==> src/rtl/core/prt_pkg.sv <==
// Shared types and constants for the peer registry table.
`timescale 1ns / 1ps
package prt_pkg;
	localparam int TABLE_DEPTH_DEF = 256;
	localparam int LIST_MAX_DEF    = 10;
	localparam int QUEUE_DEPTH     = 2;
	localparam int ID_W            = 256;
	localparam int IP_W            = 32;
	localparam int PORT_W          = 16;
	localparam int TS_W            = 32;
	localparam int TMO_W           = 16;
	localparam int CNT_W           = 4;
	localparam logic [TMO_W-1:0] TIMEOUT_RST = 16'd120;

	typedef enum logic [1:0] {
		CMD_REG  = 2'd0,
		CMD_CONN = 2'd1,
		CMD_TICK = 2'd2,
		CMD_NONE = 2'd3
	} cmd_t;

	typedef enum logic [1:0] {
		KIND_ACK   = 2'd0,
		KIND_HDR   = 2'd1,
		KIND_ENT   = 2'd2,
		KIND_RELAY = 2'd3
	} kind_t;

	typedef struct packed {
		cmd_t              cmd;
		logic [ID_W-1:0]   node_id;
		logic [ID_W-1:0]   req_id;
		logic [IP_W-1:0]   ip;
		logic [PORT_W-1:0] port;
		logic [TS_W-1:0]   now;
	} item_t;

	typedef struct packed {
		logic [ID_W-1:0]   id;
		logic [IP_W-1:0]   ip;
		logic [PORT_W-1:0] port;
		logic [TS_W-1:0]   stamp;
	} slot_t;

	typedef struct packed {
		kind_t             kind;
		logic [ID_W-1:0]   id;
		logic [IP_W-1:0]   peer_ip;
		logic [PORT_W-1:0] peer_port;
		logic [IP_W-1:0]   dest_ip;
		logic [PORT_W-1:0] dest_port;
		logic [CNT_W-1:0]  list_count;
		logic              last;
	} result_t;
endpackage

==> src/rtl/core/prt_front.sv <==
// Front end: takes command beats, drops unknown commands, queues the rest.
`timescale 1ns / 1ps
module prt_front (
	input  logic           clk,
	input  logic           arst_n,
	input  logic           start,
	input  prt_pkg::item_t item_in,
	output logic           busy,
	output logic           q_valid,
	output prt_pkg::item_t q_item,
	input  logic           q_pop
);
	import prt_pkg::*;

	localparam int PW = (QUEUE_DEPTH > 1) ? $clog2(QUEUE_DEPTH) : 1;
	localparam int CW = $clog2(QUEUE_DEPTH + 1);

	item_t           fifo_q [QUEUE_DEPTH];
	logic [PW-1:0]   wr_ptr_q;
	logic [PW-1:0]   rd_ptr_q;
	logic [CW-1:0]   count_q;
	logic            push;
	logic            pop;

	assign busy    = (count_q == CW'(QUEUE_DEPTH));
	assign q_valid = (count_q != '0);
	assign q_item  = fifo_q[rd_ptr_q];
	assign push    = start && !busy && (item_in.cmd != CMD_NONE);
	assign pop     = q_pop && q_valid;

	always_ff @(posedge clk) begin
		if (push) begin
			fifo_q[wr_ptr_q] <= item_in;
		end
	end

	always_ff @(posedge clk or negedge arst_n) begin
		if (!arst_n) begin
			wr_ptr_q <= '0;
			rd_ptr_q <= '0;
			count_q  <= '0;
		end else begin
			if (push) begin
				wr_ptr_q <= (wr_ptr_q == PW'(QUEUE_DEPTH - 1)) ? '0 : wr_ptr_q + 1'b1;
			end
			if (pop) begin
				rd_ptr_q <= (rd_ptr_q == PW'(QUEUE_DEPTH - 1)) ? '0 : rd_ptr_q + 1'b1;
			end
			if (push && !pop) begin
				count_q <= count_q + 1'b1;
			end else if (pop && !push) begin
				count_q <= count_q - 1'b1;
			end
		end
	end
endmodule

==> config.mk <==
export PLATFORM = sky130hd
export DESIGN_NAME = prt_front
export DESIGN_NICKNAME = d
export VERILOG_FILES = /design/src/rtl/core/prt_pkg.sv /design/src/rtl/core/prt_front.sv
export SDC_FILE = /design/constraint.sdc
export NUM_CORES = 1
export LEC_CHECK = 0
export CORE_AREA = 2 2 463 465
export CTS_BUF_LIST = sky130_fd_sc_hd__clkbuf_16
export DETAILED_ROUTE_END_ITERATION = 10
export DIE_AREA = 0 0 465 467
export DONT_BUFFER_PORTS = 1
export PLACE_DENSITY = 0.44
export SYNTH_ARGS = -nofsm -noshare
export SYNTH_HDL_FRONTEND = slang
export SYNTH_SLANG_ARGS = --single-unit
==> constraint.sdc <==
create_clock -name clk -period 31.4 [get_ports clk]
set_clock_uncertainty 0.2 [all_clocks]
set_input_delay 1.57 -clock clk [delete_from_list [all_inputs] [get_ports clk]]
set_output_delay 1.57 -clock clk [all_outputs]
set_load 0.05 [all_outputs]
Word level (Yosys, flattened, before mapping)
Memory sizes are Yosys's and may differ from the RTL's.
Index checks and enable logic that the tools add are counted.
{"block": "op_classes", "n_mux": 6, "add_sub_neg": 4, "reduce_logical": 10, "eq_ne": 2}
{"cell": "$logic_and 1x1->1", "n": 5}
{"cell": "$mux 1", "n": 4}
{"cell": "$mux 2", "n": 2}
{"cell": "$reduce_bool 2->1", "n": 2}
{"cell": "$logic_not 1->1", "n": 3}
{"cell": "$add 1x1->1 const B", "n": 2}
{"cell": "$add 2x1->2 const B", "n": 1}
{"cell": "$eq 2x2->1 const B", "n": 1}
{"cell": "$ne 2x2->1 const B", "n": 1}
{"cell": "$sub 2x1->2 const B", "n": 1}
{"block": "word_totals", "elab_cells": 26, "inputBits": 598, "regBits": 4, "ramBits": 1188, "out_inout_bits": 596, "n_memories": 1}
{"memory": "fifo_q", "words": 2, "word_bits": 594, "rd": 1, "rd_clocked_by_memory_dff": 0, "write_ports": 1, "line": "prt_front.sv:18", "source": "item_t fifo_q [QUEUE_DEPTH];"}

Longest topological paths before layout
Gate-level depths: netlist of the first run.
{"block": "depth", "depth_word": 8, "depth_mapped": 7, "mapped_depth_nobuf": 7}

Least setup slack after synthesis of the first run
Ideal clock, no wire load.
{"block": "synth_timing", "kind": "input -> register", "from": "input port item_in[592] (netlist name)", "to": "memory fifo_q[0][0] (netlist name), enable pin", "arrival_ns": 26.341, "setup_time_ns": 1.570, "n_path_buf": 0, "stages": 3, "path_slack_ns": 3.289, "required_time_ns": 29.630, "cell_sequence": "nand2_1 nand3b_1 nor2_1"}
{"block": "synth_via", "elab_chain_len": 4}
{"item": "start, declared", "line": "prt_front.sv:7", "source": "input prt_pkg::item_t item_in,"}
{"item": "$ne 2x2->1", "line": "prt_front.sv:28", "source": "assign push = start && !busy && (item_in.cmd != CMD_NONE);"}
{"item": "$logic_and 1x1->1", "line": "prt_front.sv:28"}
{"item": "$mux 1", "line": "prt_front.sv:32", "source": "if (push) begin"}
{"item": "$mux 1 (implied by the code)", "line": "prt_front.sv:33", "source": "fifo_q[wr_ptr_q] <= item_in;"}
{"item": "end, declared", "line": "prt_front.sv:18"}
Every way passes these cells.

==> flow_metrics.py, run 1 <==
metrics = {
    "critical_path": {
        "critical_path_arrival_ns": 5.46,
        "cp.required_ns": 29.63,
        "cp_max_fo": 50,
        "endpoint_kind": "output pin",
        "worstSetupStartpoint": "rd_ptr_q",
        "start_kind": "register",
        "critPathKind": "reg -> out",
        "rr_worst_depth": 7,
        "r2r_start": "count_q[1]",
    },
    "final_layout": {
        "finalNetCount": 2567,
        "multi_input_area_um2": 8870,
        "syn_to_final_growth_pct": 15.2,
        "final_common_cell": "edfxtp_1",
        "drive_above_1_share": 0.393,
        "fin_util": 0.250,
        "ff_latch_area_um2": 35800,
        "fill_cells": 21172,
        "mostFrequentLayoutCells": "1188 x edfxtp_1, 550 x mux2_4, 139 x clkbuf_16",
        "layoutNonFillerInstCount": 4910,
    },
    "route": {
        "drt-wirelength-per-cell_um": 27.2,
        "vias": 18406,
        "wl_um": 133000,
        "drcViolationCount": 0,
        "drt_iter0_drc": 1366,
        "drtPass1Iterations": 7,
        "via_per_inst": 3.75,
        "drtAntennaViolNets": 0,
    },
    "clock_network": {
        "insertion_delay_ns": 0.74,
        "cts_tree": "done",
        "cts_resized": 0,
        "cts_sinks": 1192,
        "cts_buffers": 137,
        "clk_pin_slew_ns": 0.05,
        "ctsHtreeMaxLevel": 4,
        "cts_setup_buffers": 0,
        "cts.hold.buffers_added": 0,
        "cts_root_buf": "clkbuf_16",
        "clockBufferDepth": 3,
    },
    "sta": {
        "worst_pin_slew_ns": 1.21,
        "fin_crit_ns": 7.23,
        "rsz0062_at_grt": "false",
        "hold_viol_final": 0,
        "hold_slack_ns": 0.296,
        "maxSlewViolCount": 0,
        "slew_headroom": 0.194,
        "final.period_utilization": 0.230,
        "setup_viol": 0,
        "finalSetupTns_ns": 0,
        "max_freq_ghz": 0.138,
    },
    "floorplanning": {
        "start_util": 0.217,
        "std_cell_rows": 169,
        "fp.dieW_um": 465,
        "ioPinCount": 1194,
        "coreArea_um2": 212000,
        "die_height_um": 467,
        "dieArea_um2": 217000,
    },
    "global_routing": {
        "grt_max_degree": 123,
        "overflow": 0,
        "grt_pass1_wl_um": 174000,
        "grt_usage": 0.117,
        "first_global_vias": 19425,
        "grt_antenna_before_repair": 47,
    },
    "place": {
        "dpl.cell_count": 4650,
        "port_buffers": 0,
        "dpl.hpwl_um": 102000,
        "gp_congestion": 0.882,
    },
    "synth": {
        "synth-compound-area-share": 0,
        "synth_top_family_by_area": "multiplexers",
        "muxShareOfSynthArea": 0.191,
        "synthXorXnorAreaFrac": 0.000955,
        "synth_fa_ha_area_frac": 0.000273,
        "mappedNetlistArea_um2": 45900,
        "avgSynthCellArea_um2": 24.6,
        "synth_cells": 1868,
        "syn_nets": 2467,
        "synth.ff_latch_count": 1192,
        "synthDistinctLibCells": 17,
        "yosys.area_share.simple": 0.000846,
        "seq_area_frac_synth": 0.780,
        "ys_warn_count": 0,
    },
    "power": {
        "peakVddDrop_mv": 0.0853,
        "p_leak_nw": 18.1,
        "power.density_nw_per_um2": 115,
        "power_mw": 6.07,
    },
    "worst_hold_path": {
        "hp-start": "count_q[1]",
        "hold_depth": 1,
        "min_path_type": "reg -> reg",
    },
    "outcome": {
        "status": "finished, final reports clean",
    },
    "flow_run": {
        "cap_violations": 0,
    },
}
[through the flow]
| step | instance area, µm² | setup WS (ns) |
|---|---|---|
| 3_3_place_gp | 48400 | 24.76 |
| 5_1_grt | 52800 | 23.81 |
| 2_1_floorplan | 45900 | 3.29 |
| 3_5_place_dp | 48400 | 24.60 |
| 6_report | 52800 | 24.17 |
| 4_1_cts | 52800 | 24.03 |
[final cells by class]
class,count,area share
Tap cell,2821,0.0668
Clock buffer,139,0.0658
Multi-Input combinational cell,608,0.168
Inverter,2,0.000142
Clock inverter,106,0.0170
Sequential cell,1192,0.677
Timing Repair Buffer,27,0.00455
Antenna cell,15,0.000710
[registers in the layout, summed over array words and instances, names as in the netlist]
signal,count
rd_ptr_q,1
fifo_q,1188
count_q,2
wr_ptr_q,1
[per-layer routing]
layer | global-route usage | share of wire | vias up
met5 | 0 | 0.0018 | -
met1 | 0.106 | 0.31 | 9331
met2 | 0.200 | 0.50 | 1079
met4 | 0.0368 | 0.027 | 38
met3 | 0.0883 | 0.16 | 254
li1 | - | - | 7704
[where the power goes]
| group | total [mW] | switching, mW | internal [mW] |
|---|---|---|---|
| registers | 2.18 | 0.0898 | 2.09 |
| clock network | 1.53 | 0.640 | 0.892 |
| logic | 2.36 | 1.75 | 0.607 |
| total | 6.07 | 2.48 | 3.59 |
[worst paths after layout]
kind,to,slack (ns)
max in group asynchronous,rd_ptr_q,30.60
min in group asynchronous,count_q[1],0.32
worst min-delay path,count_q[1],0.30
worst max register to register,fifo_q[1][227],25.57
worst min register to register,count_q[1],0.30
worst max-delay path,q_item[106],24.17
[cell usage after synthesis]
library cell,count,share of area
buf_12,55,0.024
buf_4,4,0.00065
buf_6,1,0.00025
buf_8,6,0.0020
dfrtp_1,4,0.0022
edfxtp_1,1188,0.78
ha_1,1,0.00027
inv_1,2,0.00016
mux2_2,44,0.011
mux2_4,550,0.18
nand2_1,2,0.00016
nand3b_1,1,0.00016
nor2_1,3,0.00025
nor2b_1,1,0.00014
or2_2,1,0.00014
xnor2_1,3,0.00057
xor2_1,2,0.00038
[critical path, stage by stage, from the launching register on]
cell and delay, ns:
dfrtp_4 0.95, buf_4 0.75, buf_4 0.75, buf_4 0.74, buf_4 0.81, mux2_4 0.45
[kinds of logic (layout without fill, tap and decap cells)]
logic type / after synthesis / count (layout)
flops: 1192 / 1192
mux: 594 / 594
buf+inv: 68 / 274
simple gates: 8 / 8
xor+xnor: 5 / 5
fa+ha+maj: 1 / 1
other cells: 0 / 15
(Power assumes the default switching activity.)
==> run 2: changes to the inputs <==
Settings changed: CORE_AREA 2 2 463 465 to 2 2 459 461, DIE_AREA 0 0 465 467 to 0 0 461 463, PLACE_DENSITY 0.44 to 0.45.
Clock period 31.4 ns to 6 ns, I/O delays scaled along.
==> flow_metrics.py, run 2 <==
metrics = {
    "outcome": {
        "status": "did not finish",
        "lastStage": "clock tree synthesis",
        "error": "[ERROR RSZ-0060] Max buffer count reached.",
    },
    "synth": {
        "synthDistinctLibCells": 17,
        "synth_edf_count": 1188,
        "synth_top_cells_by_count": "1188 x edfxtp_1, 550 x mux2_4, 55 x buf_12",
        "syn_nets": 2467,
        "synthArstFlopShare": 0.00336,
        "avgSynthCellArea_um2": 24.6,
        "seq_area_frac_synth": 0.780,
        "synth.ff_latch_count": 1192,
        "synth_top_area_share": 0.778,
        "yosysTopAreaCell": "edfxtp_1",
        "synth_cells": 1868,
        "synth-main-ff-cell": "edfxtp_1",
        "yosysMostFrequentCell": "edfxtp_1",
        "synth_area_leaders": "edfxtp_1 78%, mux2_4 18%, buf_12 2.4%, mux2_2 1.1%, dfrtp_1 0.22%",
        "mappedNetlistArea_um2": 45900,
        "ys_warn_count": 0,
    },
    "floorplanning": {
        "start_util": 0.220,
        "die_height_um": 463,
        "ioPinCount": 1194,
        "fp.dieW_um": 461,
        "std_cell_rows": 168,
    },
    "clock_network": {
        "clockBufferDepth": 3,
        "cts_root_buf": "clkbuf_16",
        "cts_sinks": 1192,
        "cts_resized": 0,
        "cts.hold.buffers_added": 978,
        "ctsHtreeMaxLevel": 4,
        "cts_setup_buffers": 0,
        "cts_buffers": 135,
    },
    "place": {
        "port_buffers": 0,
        "gp_congestion": 0.857,
        "place_area_um2": 48800,
        "dpl.hpwl_um": 106000,
        "dpl.cell_count": 4650,
    },
}
-- run 2: per-stage QoR --
step	util	setup WS [ns]
3_5_place_dp	0.234	2.77
2_1_floorplan	-	-4.43
3_3_place_gp	0.234	2.78
-- run 2: kinds of logic after synthesis --
group,after synthesis,synth area share
XOR/XNOR,5,0.000955
buffers and inverters,68,0.0270
adder cells (fa/ha/maj),1,0.000273
flip-flops,1192,0.780
multiplexers,594,0.191
AND/OR/NAND/NOR,8,0.000846
==> run 3: changes to the inputs <==
Settings changed: CTS_BUF_LIST sky130_fd_sc_hd__clkbuf_16 to not set, PLACE_DENSITY 0.45 to not set, PLACE_DENSITY_LB_ADDON set to 0.15.
Clock period 6 ns to 7.8 ns, I/O delays scaled along.
==> flow_metrics.py, run 3 (same netlist as run 1, synthesis figures left out) <==
metrics = {
    "global_routing": {
        "grt_antenna_before_repair": 57,
        "grt_pass1_wl_um": 190000,
        "grt_max_degree": 164,
        "first_global_vias": 23469,
        "grt_usage": 0.127,
        "overflow": 0,
    },
    "clock_network": {
        "clockBufferDepth": 3,
        "clk_pin_slew_ns": 0.06,
        "cts_buffers": 143,
        "cts_sinks": 1192,
        "cts_tree": "done",
        "ctsHtreeMaxLevel": 4,
        "insertion_delay_ns": 0.76,
        "cts_resized": 0,
        "cts_root_buf": "clkbuf_16",
    },
    "sta": {
        "setup_viol": 0,
        "max_freq_ghz": 0.228,
        "worst_pin_slew_ns": 1.43,
        "hold_viol_final": 0,
        "final.period_utilization": 0.563,
        "maxSlewViolCount": 0,
        "worst_slack_ns": 3.41,
        "slew_headroom": 0.0462,
        "finalSetupTns_ns": 0,
        "hold_slack_ns": 0.0880,
        "rsz0062_at_grt": "false",
        "fin_crit_ns": 4.39,
    },
    "critical_path": {
        "crit_chain": "buf_12, buf_4, mux2_4",
        "critPathMaxStageDelay_ns": 1.07,
        "critical_path_arrival_ns": 3.80,
        "path_buf_inv": 2,
        "cp_max_fo": 113,
        "critPathKind": "reg -> out",
        "start_kind": "register",
        "crit_family": "buffers and inverters",
        "cp.required_ns": 7.21,
        "endpoint_kind": "output pin",
        "cpMaxStageDelayCell": "dfrtp_4",
    },
    "floorplanning": {
        "dieArea_um2": 213000,
        "start_util": 0.220,
        "std_cell_rows": 168,
        "die_height_um": 463,
        "coreArea_um2": 209000,
        "ioPinCount": 1194,
        "fp.dieW_um": 461,
    },
    "final_layout": {
        "syn_to_final_growth_pct": 33.9,
        "fin_area_um2": 61400,
        "layoutNonFillerInstCount": 5740,
        "ff_latch_area_um2": 35800,
        "mostFrequentLayoutCells": "1188 x edfxtp_1, 834 x dlygate4sd3_1, 550 x mux2_4",
        "largestRegisters": "fifo_q: 1188 flops, count_q: 2 flops",
        "multi_input_area_um2": 8870,
        "fin_util": 0.294,
        "top_register": "fifo_q",
        "finalNetCount": 3406,
        "drive_above_1_share": 0.279,
        "largest_reg_flops": 1188,
        "final_common_cell": "edfxtp_1",
        "fill_cells": 20512,
    },
    "route": {
        "drt_iter0_drc": 1251,
        "via_per_inst": 3.77,
        "wl_um": 141000,
        "vias": 21624,
        "drtAntennaViolNets": 0,
        "drt-wirelength-per-cell_um": 24.6,
        "drtPass1Iterations": 5,
        "drcViolationCount": 0,
    },
    "power": {
        "power.density_nw_per_um2": 411,
        "peakVddDrop_mv": 0.236,
        "power_mw": 25.2,
        "p_leak_nw": 21.5,
    },
    "place": {
        "dpl.hpwl_um": 103000,
        "gp_congestion": 0.805,
        "place_area_um2": 48500,
        "port_buffers": 0,
        "dpl.cell_count": 4633,
        "pre_cts_slack_ns": 4.14,
    },
    "outcome": {
        "status": "finished, final reports clean",
    },
    "flow_run": {
        "cap_violations": 0,
    },
    "worst_hold_path": {
        "min_path_type": "in -> reg",
    },
}
run 3: worst paths after layout:
kind	from	endpoint	slack, ns	cells past startpoint
max reg2reg	count_q[0]	fifo_q[0][280]	4.42	5
min reg2reg	count_q[1]	count_q[1]	0.30	1
max in group asynchronous	arst_n	rd_ptr_q	6.87	2
min	item_in[177]	fifo_q[0][177]	0.09	1
min in group asynchronous	arst_n	rd_ptr_q	0.31	2
max	rd_ptr_q	q_item[109]	3.41	3
run 3: layer usage:
layer,part of all wire,global-route usage
met2,0.50,0.221
met4,0.027,0.0388
met5,0.00073,0
met3,0.12,0.0655
met1,0.36,0.133
run 3: layout make-up:
class                           instances  share of cell area
Sequential cell                      1192               0.583
Clock buffer                          179              0.0622
Tap cell                             2805              0.0572
Clock inverter                         74              0.0114
Multi-Input combinational cell        608               0.144
Antenna cell                           20            0.000815
Timing Repair Buffer                  860               0.141
Inverter                                2            0.000122
run 3: what timing repair did:
item,4_1_cts,5_1_grt
buffers inserted,0,0
hold buffers,834,0
setup endpoints to repair,0,0
hold endpoints to repair,1197,0
run 3: report_power, final:
part           total (mW)  internal (mW)  switching [mW]
Combinational        10.1           2.74            7.35
Clock                6.38           3.77            2.61
Sequential           8.73           8.39           0.337
run 3: worst register-to-register path, stage by stage (launching register included):
cell and delay, ns:
dfrtp_1 0.46, nor2b_4 0.14, nand3b_1 0.34, nor2_4 0.23, buf_4 0.76, buf_12 0.65
